**config.mk**
```make
export PLATFORM = sky130hd
export DESIGN_NAME = pwm_timer_setup_calculator_flat
export DESIGN_NICKNAME = d
export VERILOG_FILES = /design/src/sv/ptsc_pkg.sv /design/src/sv/ptsc_ifs.sv /design/src/sv/ptsc_div.sv /design/src/sv/ptsc_seq.sv /design/src/sv/pwm_timer_setup_calculator.sv /design/src/flat_wrapper.sv
export SDC_FILE = /design/constraint.sdc
export NUM_CORES = 2
export LEC_CHECK = 0
export ABC_AREA = 1
export ABC_CLOCK_PERIOD_IN_PS = 19000
export BUFFER_PORTS_ARGS = -buffer_cell sky130_fd_sc_hd__buf_2
export CORE_MARGIN = 2
export CORE_UTILIZATION = 35
export DETAILED_ROUTE_END_ITERATION = 6
export PLACE_DENSITY = 0.57
export SLEW_MARGIN = 30
export SYNTH_ARGS = -nofsm -noshare
export SYNTH_HDL_FRONTEND = slang
export SYNTH_SLANG_ARGS = --single-unit
```
**constraint.sdc**
```tcl
create_clock -name clk -period 19 [get_ports clk]
set_clock_uncertainty 0.2 [all_clocks]
set_input_delay 2.85 -clock clk [delete_from_list [all_inputs] [get_ports clk]]
set_output_delay 2.85 -clock clk [all_outputs]
set_load 0.01 [all_outputs]
```
**src/sv/ptsc_pkg.sv**
```systemverilog
// Shared types, constants and the microcode table of the PWM timer setup calculator.
// No dependencies; the divider, the sequencer and the top level import this package.
package ptsc_pkg;

    localparam int STEP_W = 5;
    localparam int DVD_W  = 32;
    localparam int DVR_W  = 44;

    localparam logic [31:0] CLK_RESET = 32'd32000000;

    localparam logic [1:0] ST_OK  = 2'd0;
    localparam logic [1:0] ST_ARG = 2'd1;
    localparam logic [1:0] ST_LOW = 2'd2;

    typedef logic [STEP_W-1:0] step_t;

    typedef enum logic [3:0] {
        OP_NOP,
        OP_LOAD,
        OP_DIV_TOTAL,
        OP_MIN_TOTAL,
        OP_DIVIDER,
        OP_DIV_PRE,
        OP_PRESCALE,
        OP_MUL_DP,
        OP_MUL_FREQ,
        OP_DIV_LOAD,
        OP_COMMIT,
        OP_ERR_ARG,
        OP_ERR_LOW,
        OP_DUTY,
        OP_EMIT
    } op_t;

    typedef enum logic [2:0] {
        C_NONE,
        C_ALWAYS,
        C_NO_ITEM,
        C_DUTY,
        C_BAD,
        C_BUSY,
        C_LOW,
        C_OUT_FULL
    } cond_t;

    typedef struct packed {
        op_t   op;
        cond_t cond;
        step_t target;
    } ctrl_t;

    typedef struct packed {
        logic no_item;
        logic duty_item;
        logic bad_freq;
        logic div_busy;
        logic too_low;
        logic out_full;
    } flags_t;

    localparam step_t S_IDLE    = 5'd0;
    localparam step_t S_DISP    = 5'd1;
    localparam step_t S_CHECK   = 5'd2;
    localparam step_t S_DTOT    = 5'd3;
    localparam step_t S_WTOT    = 5'd4;
    localparam step_t S_MT      = 5'd5;
    localparam step_t S_DV      = 5'd6;
    localparam step_t S_TSTLOW  = 5'd7;
    localparam step_t S_DPRE    = 5'd8;
    localparam step_t S_WPRE    = 5'd9;
    localparam step_t S_PR      = 5'd10;
    localparam step_t S_MDP     = 5'd11;
    localparam step_t S_MFREQ   = 5'd12;
    localparam step_t S_DLOAD   = 5'd13;
    localparam step_t S_WLOAD   = 5'd14;
    localparam step_t S_COMMIT  = 5'd15;
    localparam step_t S_ERR_ARG = 5'd16;
    localparam step_t S_ERR_LOW = 5'd17;
    localparam step_t S_DUTY    = 5'd18;
    localparam step_t S_EMIT    = 5'd19;
    localparam step_t S_RET     = 5'd20;

    // Control word per step: a taken condition jumps to target, else fall through.
    function automatic ctrl_t rom_word(step_t addr);
        ctrl_t w;
        case (addr)
            S_IDLE:    w = '{OP_LOAD,      C_NO_ITEM,  S_IDLE};
            S_DISP:    w = '{OP_NOP,       C_DUTY,     S_DUTY};
            S_CHECK:   w = '{OP_NOP,       C_BAD,      S_ERR_ARG};
            S_DTOT:    w = '{OP_DIV_TOTAL, C_NONE,     S_IDLE};
            S_WTOT:    w = '{OP_NOP,       C_BUSY,     S_WTOT};
            S_MT:      w = '{OP_MIN_TOTAL, C_NONE,     S_IDLE};
            S_DV:      w = '{OP_DIVIDER,   C_NONE,     S_IDLE};
            S_TSTLOW:  w = '{OP_NOP,       C_LOW,      S_ERR_LOW};
            S_DPRE:    w = '{OP_DIV_PRE,   C_NONE,     S_IDLE};
            S_WPRE:    w = '{OP_NOP,       C_BUSY,     S_WPRE};
            S_PR:      w = '{OP_PRESCALE,  C_NONE,     S_IDLE};
            S_MDP:     w = '{OP_MUL_DP,    C_NONE,     S_IDLE};
            S_MFREQ:   w = '{OP_MUL_FREQ,  C_NONE,     S_IDLE};
            S_DLOAD:   w = '{OP_DIV_LOAD,  C_NONE,     S_IDLE};
            S_WLOAD:   w = '{OP_NOP,       C_BUSY,     S_WLOAD};
            S_COMMIT:  w = '{OP_COMMIT,    C_ALWAYS,   S_EMIT};
            S_ERR_ARG: w = '{OP_ERR_ARG,   C_ALWAYS,   S_EMIT};
            S_ERR_LOW: w = '{OP_ERR_LOW,   C_ALWAYS,   S_EMIT};
            S_DUTY:    w = '{OP_DUTY,      C_NONE,     S_IDLE};
            S_EMIT:    w = '{OP_EMIT,      C_OUT_FULL, S_EMIT};
            S_RET:     w = '{OP_NOP,       C_ALWAYS,   S_IDLE};
            default:   w = '{OP_NOP,       C_ALWAYS,   S_IDLE};
        endcase
        return w;
    endfunction

endpackage

```
**src/sv/ptsc_ifs.sv**
```systemverilog
// Valid/ready channel interfaces for the request and result transactions.
// Depends on nothing; used by the top level ports.
interface ptsc_in_if;
    logic        valid;
    logic        ready;
    logic        action;
    logic [31:0] frequency_hz;
    logic [16:0] duty;

    modport source (output valid, output action, output frequency_hz, output duty,
                    input ready);
    modport sink   (input valid, input action, input frequency_hz, input duty,
                    output ready);
endinterface

interface ptsc_out_if;
    logic        valid;
    logic        ready;
    logic [1:0]  status;
    logic [2:0]  clock_divide_code;
    logic [7:0]  prescale_code;
    logic [15:0] period_load;
    logic [16:0] match_value;

    modport source (output valid, output status, output clock_divide_code,
                    output prescale_code, output period_load, output match_value,
                    input ready);
    modport sink   (input valid, input status, input clock_divide_code,
                    input prescale_code, input period_load, input match_value,
                    output ready);
endinterface

```
**src/sv/ptsc_div.sv**
```systemverilog
// Restoring divider, one quotient bit per cycle.
// Depends on ptsc_pkg for operand widths.
module ptsc_div
(
    input  logic                      clk,
    input  logic                      rst_n,
    input  logic                      start,
    input  logic [ptsc_pkg::DVD_W-1:0] dividend,
    input  logic [ptsc_pkg::DVR_W-1:0] divisor,
    output logic                      busy,
    output logic [ptsc_pkg::DVD_W-1:0] quotient
);
    import ptsc_pkg::*;

    localparam int CNT_W = $clog2(DVD_W);

    logic             busy_reg;
    logic [CNT_W-1:0] cnt_reg;
    logic [DVR_W-1:0] rem_reg;
    logic [DVR_W-1:0] dvr_reg;
    logic [DVD_W-1:0] quo_reg;
    logic [DVR_W:0]   shifted;
    logic             fits;
    logic [DVR_W:0]   diff;

    assign shifted = {rem_reg, quo_reg[DVD_W-1]};
    assign fits    = shifted >= {1'b0, dvr_reg};
    assign diff    = shifted - {1'b0, dvr_reg};

    always_ff @(posedge clk or negedge rst_n)
    begin
        if (!rst_n)
        begin
            busy_reg <= 1'b0;
            cnt_reg  <= '0;
        end
        else if (start)
        begin
            busy_reg <= 1'b1;
            cnt_reg  <= CNT_W'(DVD_W - 1);
        end
        else if (busy_reg)
        begin
            // drop busy after the last quotient bit
            if (cnt_reg == '0)
            begin
                busy_reg <= 1'b0;
            end
            cnt_reg <= cnt_reg - CNT_W'(1);
        end
    end

    always_ff @(posedge clk)
    begin
        if (start)
        begin
            rem_reg <= '0;
            quo_reg <= dividend;
            dvr_reg <= divisor;
        end
        else if (busy_reg)
        begin
            rem_reg <= fits ? diff[DVR_W-1:0] : shifted[DVR_W-1:0];
            quo_reg <= {quo_reg[DVD_W-2:0], fits};
        end
    end

    assign busy     = busy_reg;
    assign quotient = quo_reg;

endmodule

```
**src/sv/ptsc_seq.sv**
```systemverilog
// Microcode sequencer: step counter, control-word table and jump logic.
// Depends on ptsc_pkg for the control word, flags and the program table.
module ptsc_seq
(
    input  logic             clk,
    input  logic             rst_n,
    input  ptsc_pkg::flags_t flags,
    output ptsc_pkg::ctrl_t  ctrl
);
    import ptsc_pkg::*;

    step_t step_reg;
    step_t step_next;
    logic  taken;

    always_comb
    begin
        ctrl = rom_word(step_reg);
        case (ctrl.cond)
            C_NONE:     taken = 1'b0;
            C_ALWAYS:   taken = 1'b1;
            C_NO_ITEM:  taken = flags.no_item;
            C_DUTY:     taken = flags.duty_item;
            C_BAD:      taken = flags.bad_freq;
            C_BUSY:     taken = flags.div_busy;
            C_LOW:      taken = flags.too_low;
            C_OUT_FULL: taken = flags.out_full;
            default:    taken = 1'b1;
        endcase
        step_next = taken ? ctrl.target : step_reg + step_t'(1);
    end

    always_ff @(posedge clk or negedge rst_n)
    begin
        if (!rst_n)
        begin
            step_reg <= S_IDLE;
        end
        else
        begin
            step_reg <= step_next;
        end
    end

endmodule

```
**src/sv/pwm_timer_setup_calculator.sv**
```systemverilog
// A frequency transaction makes three passes through the shared serial divider; a frequency
// below range makes one, and an argument error or a duty transaction makes none.
// One transaction at a time: once the result is registered the sequencer steps through S_RET
// back to S_IDLE and takes the next, even while that result still waits on the output.
// Reset clears the kept divider, prescaler and load and sets the clock register to 32000000.
module pwm_timer_setup_calculator
(
    input  logic              clk,
    input  logic              rst_n,
    input  logic              cfg_we,
    input  logic [31:0]       cfg_wdata,
    ptsc_in_if.sink           in_ch,
    ptsc_out_if.source        out_ch
);
    import ptsc_pkg::*;

    ctrl_t  ctrl;
    flags_t flags;

    logic        div_start;
    logic [DVD_W-1:0] div_dividend;
    logic [DVR_W-1:0] div_divisor;
    logic        div_busy;
    logic [DVD_W-1:0] div_q;

    logic [31:0] clk_reg;
    logic        act_reg;
    logic [31:0] freq_reg;
    logic [16:0] duty_reg;
    logic [16:0] mt_reg;
    logic [8:0]  dv_reg;
    logic [8:0]  pr_reg;
    logic [11:0] dp_reg;
    logic [DVR_W-1:0] prod_reg;
    logic [1:0]  status_reg;
    logic [16:0] cmp_reg;
    logic [2:0]  divide_reg;
    logic [7:0]  prescale_reg;
    logic [15:0] load_reg;

    logic        out_valid_reg;
    logic [1:0]  o_status_reg;
    logic [2:0]  o_div_reg;
    logic [7:0]  o_pre_reg;
    logic [15:0] o_load_reg;
    logic [16:0] o_cmp_reg;

    logic        accept;
    logic        emit_fire;
    logic [32:0] mt_sum;
    logic [16:0] mt_val;
    logic [16:0] dv_sum;
    logic [8:0]  dv_val;
    logic [8:0]  pr_val;
    logic [12:0] dp_full;
    logic [DVR_W-1:0] prod_full;
    logic [31:0] load_m1;
    logic [15:0] load_val;
    logic [16:0] duty_comp;
    logic [32:0] duty_mul;
    logic [16:0] cmp_val;

    ptsc_seq u_seq
    (
        .clk   (clk),
        .rst_n (rst_n),
        .flags (flags),
        .ctrl  (ctrl)
    );

    ptsc_div u_div
    (
        .clk      (clk),
        .rst_n    (rst_n),
        .start    (div_start),
        .dividend (div_dividend),
        .divisor  (div_divisor),
        .busy     (div_busy),
        .quotient (div_q)
    );

    assign in_ch.ready = (ctrl.op == OP_LOAD);
    assign accept      = in_ch.valid && in_ch.ready;

    assign flags.no_item   = !in_ch.valid;
    assign flags.duty_item = act_reg;
    assign flags.bad_freq  = (freq_reg == 32'd0) || (freq_reg > clk_reg);
    assign flags.div_busy  = div_busy;
    assign flags.too_low   = dv_reg > 9'd8;
    assign flags.out_full  = out_valid_reg && !out_ch.ready;

    assign emit_fire = (ctrl.op == OP_EMIT) && !flags.out_full;

    always_comb
    begin
        div_start    = 1'b0;
        div_dividend = clk_reg;
        div_divisor  = DVR_W'(freq_reg);
        case (ctrl.op)
            OP_DIV_TOTAL:
            begin
                div_start = 1'b1;
            end
            OP_DIV_PRE:
            begin
                div_start    = 1'b1;
                div_dividend = 32'(mt_reg) + 32'(dv_reg) - 32'd1;
                div_divisor  = DVR_W'(dv_reg);
            end
            OP_DIV_LOAD:
            begin
                div_start   = 1'b1;
                div_divisor = prod_reg;
            end
            default:
            begin
                div_start = 1'b0;
            end
        endcase
    end

    // least total prescale, divider, prescaler, product and load arithmetic
    always_comb
    begin
        mt_sum = {1'b0, div_q} + 33'd65535;
        mt_val = (mt_sum[32:16] == 17'd0) ? 17'd1 : mt_sum[32:16];
        dv_sum = mt_reg + 17'd255;
        dv_val = (dv_sum[16:8] == 9'd0) ? 9'd1 : dv_sum[16:8];
        if (div_q == 32'd0)
        begin
            pr_val = 9'd1;
        end
        else if (div_q > 32'd256)
        begin
            pr_val = 9'd256;
        end
        else
        begin
            pr_val = div_q[8:0];
        end
        dp_full   = {9'd0, dv_reg[3:0]} * {4'd0, pr_reg};
        prod_full = DVR_W'(freq_reg) * DVR_W'(dp_reg);
        load_m1   = (div_q == 32'd0) ? 32'd0 : div_q - 32'd1;
        load_val  = (load_m1 > 32'd65535) ? 16'hFFFF : load_m1[15:0];
    end

    // compare value from the kept load
    always_comb
    begin
        duty_comp = 17'd65536 - duty_reg;
        duty_mul  = {17'd0, load_reg} * {16'd0, duty_comp};
        if (duty_reg == 17'd0)
        begin
            cmp_val = {1'b0, load_reg};
        end
        else if (duty_reg[16])
        begin
            cmp_val = {1'b0, load_reg} + 17'd1;
        end
        else
        begin
            cmp_val = duty_mul[32:16];
        end
    end

    always_ff @(posedge clk or negedge rst_n)
    begin
        if (!rst_n)
        begin
            clk_reg       <= CLK_RESET;
            divide_reg    <= '0;
            prescale_reg  <= '0;
            load_reg      <= '0;
            out_valid_reg <= 1'b0;
        end
        else
        begin
            if (cfg_we)
            begin
                clk_reg <= cfg_wdata;
            end
            if (ctrl.op == OP_COMMIT)
            begin
                divide_reg   <= 3'(dv_reg - 9'd1);
                prescale_reg <= 8'(pr_reg - 9'd1);
                load_reg     <= load_val;
            end
            if (emit_fire)
            begin
                out_valid_reg <= 1'b1;
            end
            else if (out_ch.ready)
            begin
                out_valid_reg <= 1'b0;
            end
        end
    end

    always_ff @(posedge clk)
    begin
        if (accept)
        begin
            act_reg  <= in_ch.action;
            freq_reg <= in_ch.frequency_hz;
            duty_reg <= in_ch.duty;
        end
        case (ctrl.op)
            OP_MIN_TOTAL: mt_reg   <= mt_val;
            OP_DIVIDER:   dv_reg   <= dv_val;
            OP_PRESCALE:  pr_reg   <= pr_val;
            OP_MUL_DP:    dp_reg   <= dp_full[11:0];
            OP_MUL_FREQ:  prod_reg <= prod_full;
            OP_COMMIT:
            begin
                status_reg <= ST_OK;
                cmp_reg    <= '0;
            end
            OP_ERR_ARG:
            begin
                status_reg <= ST_ARG;
                cmp_reg    <= '0;
            end
            OP_ERR_LOW:
            begin
                status_reg <= ST_LOW;
                cmp_reg    <= '0;
            end
            OP_DUTY:
            begin
                status_reg <= ST_OK;
                cmp_reg    <= cmp_val;
            end
            default:
            begin
                status_reg <= status_reg;
            end
        endcase
        // hold the result until the sink takes the transaction
        if (emit_fire)
        begin
            o_status_reg <= status_reg;
            o_div_reg    <= divide_reg;
            o_pre_reg    <= prescale_reg;
            o_load_reg   <= load_reg;
            o_cmp_reg    <= cmp_reg;
        end
    end

    assign out_ch.valid             = out_valid_reg;
    assign out_ch.status            = o_status_reg;
    assign out_ch.clock_divide_code = o_div_reg;
    assign out_ch.prescale_code     = o_pre_reg;
    assign out_ch.period_load       = o_load_reg;
    assign out_ch.match_value       = o_cmp_reg;

endmodule
```
**src/flat_wrapper.sv**
```systemverilog
// flat-port wrapper written by rule: the top's interface ports become plain ports
module pwm_timer_setup_calculator_flat import ptsc_pkg::*;
  (clk, rst_n, cfg_we, cfg_wdata, in_ch_valid, in_ch_action, in_ch_frequency_hz, in_ch_duty, in_ch_ready, out_ch_valid, out_ch_status, out_ch_clock_divide_code, out_ch_prescale_code, out_ch_period_load, out_ch_match_value, out_ch_ready);
  ptsc_in_if in_ch_i ();
  ptsc_out_if out_ch_i ();
  input  logic clk;
  input  logic rst_n;
  input  logic cfg_we;
  input  logic [31:0] cfg_wdata;
  input wire logic [$bits(in_ch_i.valid)-1:0] in_ch_valid;
  input wire logic [$bits(in_ch_i.action)-1:0] in_ch_action;
  input wire logic [$bits(in_ch_i.frequency_hz)-1:0] in_ch_frequency_hz;
  input wire logic [$bits(in_ch_i.duty)-1:0] in_ch_duty;
  output wire logic [$bits(in_ch_i.ready)-1:0] in_ch_ready;
  output wire logic [$bits(out_ch_i.valid)-1:0] out_ch_valid;
  output wire logic [$bits(out_ch_i.status)-1:0] out_ch_status;
  output wire logic [$bits(out_ch_i.clock_divide_code)-1:0] out_ch_clock_divide_code;
  output wire logic [$bits(out_ch_i.prescale_code)-1:0] out_ch_prescale_code;
  output wire logic [$bits(out_ch_i.period_load)-1:0] out_ch_period_load;
  output wire logic [$bits(out_ch_i.match_value)-1:0] out_ch_match_value;
  input wire logic [$bits(out_ch_i.ready)-1:0] out_ch_ready;
  assign in_ch_i.valid = in_ch_valid;
  assign in_ch_i.action = in_ch_action;
  assign in_ch_i.frequency_hz = in_ch_frequency_hz;
  assign in_ch_i.duty = in_ch_duty;
  assign in_ch_ready = in_ch_i.ready;
  assign out_ch_valid = out_ch_i.valid;
  assign out_ch_status = out_ch_i.status;
  assign out_ch_clock_divide_code = out_ch_i.clock_divide_code;
  assign out_ch_prescale_code = out_ch_i.prescale_code;
  assign out_ch_period_load = out_ch_i.period_load;
  assign out_ch_match_value = out_ch_i.match_value;
  assign out_ch_i.ready = out_ch_ready;
  pwm_timer_setup_calculator u_core (.clk(clk), .rst_n(rst_n), .cfg_we(cfg_we), .cfg_wdata(cfg_wdata), .in_ch(in_ch_i), .out_ch(out_ch_i));
endmodule
```
==> impl_summary.md <==
Status
The flow ran to the end, and the final reports show no timing, DRC or antenna violations.

Clock network
The total setup buffers inserted after CTS is 0. The register clock-pin slew on the reported worst setup and hold paths is 0.06 ns. TritonCTS built the clock tree. Buffers inserted during clock tree synthesis total 51.

Counting every sink on the clock net gives 397. The root buffer cell is clkbuf_16. The deepest clock path buffer count is 3. The hold buffer count at cts is 0. The H-tree was split into 2 levels. The clock latency of the later-clocked register in the worst-skew pair is 0.66 ns. The quantity of gates resized following cts is 0.

Min path
In this run the worst hold path is classified as flop to flop.

Routing
The residual DRC count is 0. The routed length per instance is 19.1 um. The detailed router placed 38000 vias in this run.

The post-route antenna net violation count is 0. The wire length after detailed routing is 145000 um. The total iterations of the first detailed-routing run is 6.

In the routed layout, each cell is associated on average with a via count of 5.02. In this run, the number of DRC markers left after iteration 0 of detailed routing was 3185.

Place
The number of buffers inserted by port buffering is 134. In this run the cell area measured after placement is 47800 sq um. The estimated wirelength of the detail-placed design is 114000 um.

The global placement routability congestion is 0.972.

Job
The max-capacitance violation count is 0.

Synth
The number of enable flip-flop cells after synthesis is 282. The flip-flop and latch count after synthesis is 397. The unique cell type count in the Yosys netlist is 65. Averaged over all synthesized cells, the footprint is 7.93 sq um. The share of synthesized registers carrying an async set or reset is 0.179. In the synthesized netlist the dominant register cell turns out to be edfxtp_1. The gate count after technology mapping is 5719. The part of the Yosys area used for sequential elements is 0.246.

The warning count from the yosys run is 0. The synthesized area is 45300 sq um. When the netlist entered floorplanning its net count stood at 6630.

Floorplanning
The total area inside the core boundary comes to 129000 sq um. The die covers 132000 sq um. Measured along the y axis, the die boundary spans 364 um.

The I/O pin count is 135. For this configuration, the core starts out at a cell density of 0.351. The number of standard-cell rows in the floorplan is 132. The die outline width is 364 um.

Global routing
The global-route track usage on met1 is 0.309. Entering global routing, the biggest net connects 83 pins. The via count of the first global-routing pass was 37700. The met2 usage is 0.338. The layer flagged by global routing as most heavily used is met2. The number of antenna violations at the first check in global routing is 10. For met3 alone, demand over resource in global routing was 0.0403. The global-route wire length before repair is 222000 um. In the global route stage, overall resource usage came out at 0.218. The total global routing overflow is 0.

Critical path
The worst setup path is captured at a flop. STA classifies the critical path startpoint as a flop. The path type of the worst setup path is flop to flop.

The data required time at the worst endpoint is 19.21 ns. Among all stages on the critical path, the largest delay is contributed by edfxtp_1. Of all nets on the critical path, the largest fanout is 16. The worst path arrival time is 8.77 ns. In this design, the stage delay of the slowest critical-path cell is 0.68 ns.

The most numerous cell type found on the critical path is nand2_1.

STA
The final count of pins violating max slew is 0. Measured against its own limit, the worst slew margin works out to 0.282. Setup repair after global routing left no endpoint under its margin. The top achievable clock speed is 117 MHz.

The number of hold violations in the final report came to 0. The total setup violations reported at the end of the flow is 0. The worst-margin pin slew is 1.08 ns. The worst path in the final design needs a cycle of 8.56 ns, including I/O delays and setup. In the finished design, the share of the clock period the worst path needs comes to 0.451.

The tightest hold margin is 0.219 ns. The final-layout setup total negative slack is 0 ns.

Finish
The core occupancy in the finished layout is 0.385. Fill cells in the final layout number 13400. The finished cells cover 49700 sq um.

In the final layout, the multi-input gates occupy 29000 sq um. The net count of the finished layout is 6689. Compared with the post-synthesis result, the final layout area differs by 9.56%. The proportion of layout cells with a drive suffix above 1 is 0.0637. The storage element area is 11100 sq um.
## synth_stat cells, types with 7 or more instances
cell type / instances / area [sq um]
edfxtp_1: 282 / 8470
fa_1: 523 / 10500
o21bai_1: 18 / 135
o211ai_1: 33 / 248
a22o_1: 8 / 70.1
buf_6: 9 / 101
buf_2: 27 / 135
clkinv_1: 10 / 37.5
o21ai_0: 271 / 1360
nand2_1: 1423 / 5340
xnor2_1: 47 / 412
nand3b_1: 13 / 97.6
nor3_1: 60 / 300
nand3_1: 200 / 1000
a21o_1: 16 / 120
a21oi_1: 204 / 1020
xor2_1: 95 / 832
ha_1: 301 / 3770
dfxtp_1: 44 / 881
clkbuf_1: 132 / 495
nand3_2: 12 / 120
buf_4: 7 / 52.6
a22oi_1: 8 / 60.1
buf_1: 9 / 33.8
inv_2: 8 / 30.0
nor2_4: 10 / 113
dfrtp_1: 64 / 1600
nor4_1: 22 / 138
o21ai_1: 18 / 90.1
a21boi_0: 9 / 67.6
dfstp_2: 7 / 184
nor2_1: 497 / 1870
a31oi_1: 42 / 263
or2_2: 13 / 81.3
inv_1: 1148 / 4310
nor2_2: 11 / 68.8
nand4_1: 59 / 369
## worst paths after layout
kind                                                  from                                     end  slack (ns)  depth (start not counted)
max in group asynchronous                            rst_n      u_core.prescale_reg[2]$_DFFE_PN0P_       15.61                          2
min in group asynchronous                            rst_n          u_core.clk_reg[31]$_DFFE_PN0P_        1.85                          1
setup / recovery              u_core.duty_reg[0]$_DFFE_PP_        u_core.cmp_reg[15]$_SDFFCE_PN0P_       10.44                         34
setup reg to reg              u_core.duty_reg[0]$_DFFE_PP_        u_core.cmp_reg[15]$_SDFFCE_PN0P_       10.44                         34
hold reg to reg            u_core.cmp_reg[6]$_SDFFCE_PN0P_  u_core.out_ch.match_value[6]$_DFFE_PP_        0.22                          0
hold / removal             u_core.cmp_reg[6]$_SDFFCE_PN0P_  u_core.out_ch.match_value[6]$_DFFE_PP_        0.22                          0
## metal layers
| metal | part of all wire | wire length (um) |
|---|---|---|
| met1 | 0.45 | 65700 |
| met2 | 0.44 | 63300 |
| met3 | 0.079 | 11400 |
| met4 | 0.029 | 4130 |
| met5 | 0.00014 | 20 |
## cell type report
class | count | share of cell area
Tap cell | 1742 | 0.0439
Antenna cell | 3 | 0.000151
Inverter | 1167 | 0.0883
Multi-Input combinational cell | 3969 | 0.584
Clock buffer | 62 | 0.0278
Clock inverter | 34 | 0.00859
Sequential cell | 397 | 0.224
Timing Repair Buffer | 192 | 0.0235
## cells in the final DEF, fill, tap and decap left out, drive strengths merged, types with 6 or more instances in the layout
cell,Yosys,final
nor4,22,22
a21boi,9,9
buf,54,192
nand3b,13,13
fa,523,523
edfxtp,282,282
a21oi,205,205
clkinv,11,26
dfstp,7,7
bufinv,0,8
o21bai,18,18
nand4,62,62
a22oi,8,8
o221ai,6,6
nand2,1433,1433
o21ai,291,291
or2,18,18
xnor2,47,47
o211ai,33,33
nand3,214,214
a21o,16,16
nor3,61,61
dfxtp,44,44
inv,1156,1165
o21a,7,7
ha,301,301
clkbuf,132,62
dfrtp,64,64
a31oi,42,42
nor2,521,521
xor2,95,95
a22o,8,8
## cell families (layout without fill, tap and decap cells)
| family | after synthesis | in the layout | share of synthesized area |
|---|---|---|---|
| compound gates | 654 | 654 | 0.0811 |
| xor+xnor | 142 | 142 | 0.0274 |
| fa+ha+maj | 824 | 824 | 0.314 |
| buf+inv | 1353 | 1455 | 0.116 |
| flops | 397 | 397 | 0.246 |
| other cells | 0 | 3 | 0 |
| simple gates | 2349 | 2349 | 0.216 |
## critical path, delay by kind of cell (launching register included)
family	cells	cell delay, ns
fa+ha+maj	9	3.96
compound gates	5	0.98
simple gates	15	1.86
flops	1	0.68
buf+inv	5	0.63
## through the flow
| stage | worst slack [ns] | cells |
|---|---|---|
| finish | 10.44 | 7566 |
| global route | 9.98 | 7565 |
| CTS | 10.47 | 7560 |
| detailed placement | 10.49 | 7464 |
| global placement | 10.66 | 7460 |
| floorplan | 11.76 | 5719 |
Power is left out: the tool's default activity adds up to more than one toggle a clock period on the data nets, which glitch-free logic cannot reach.
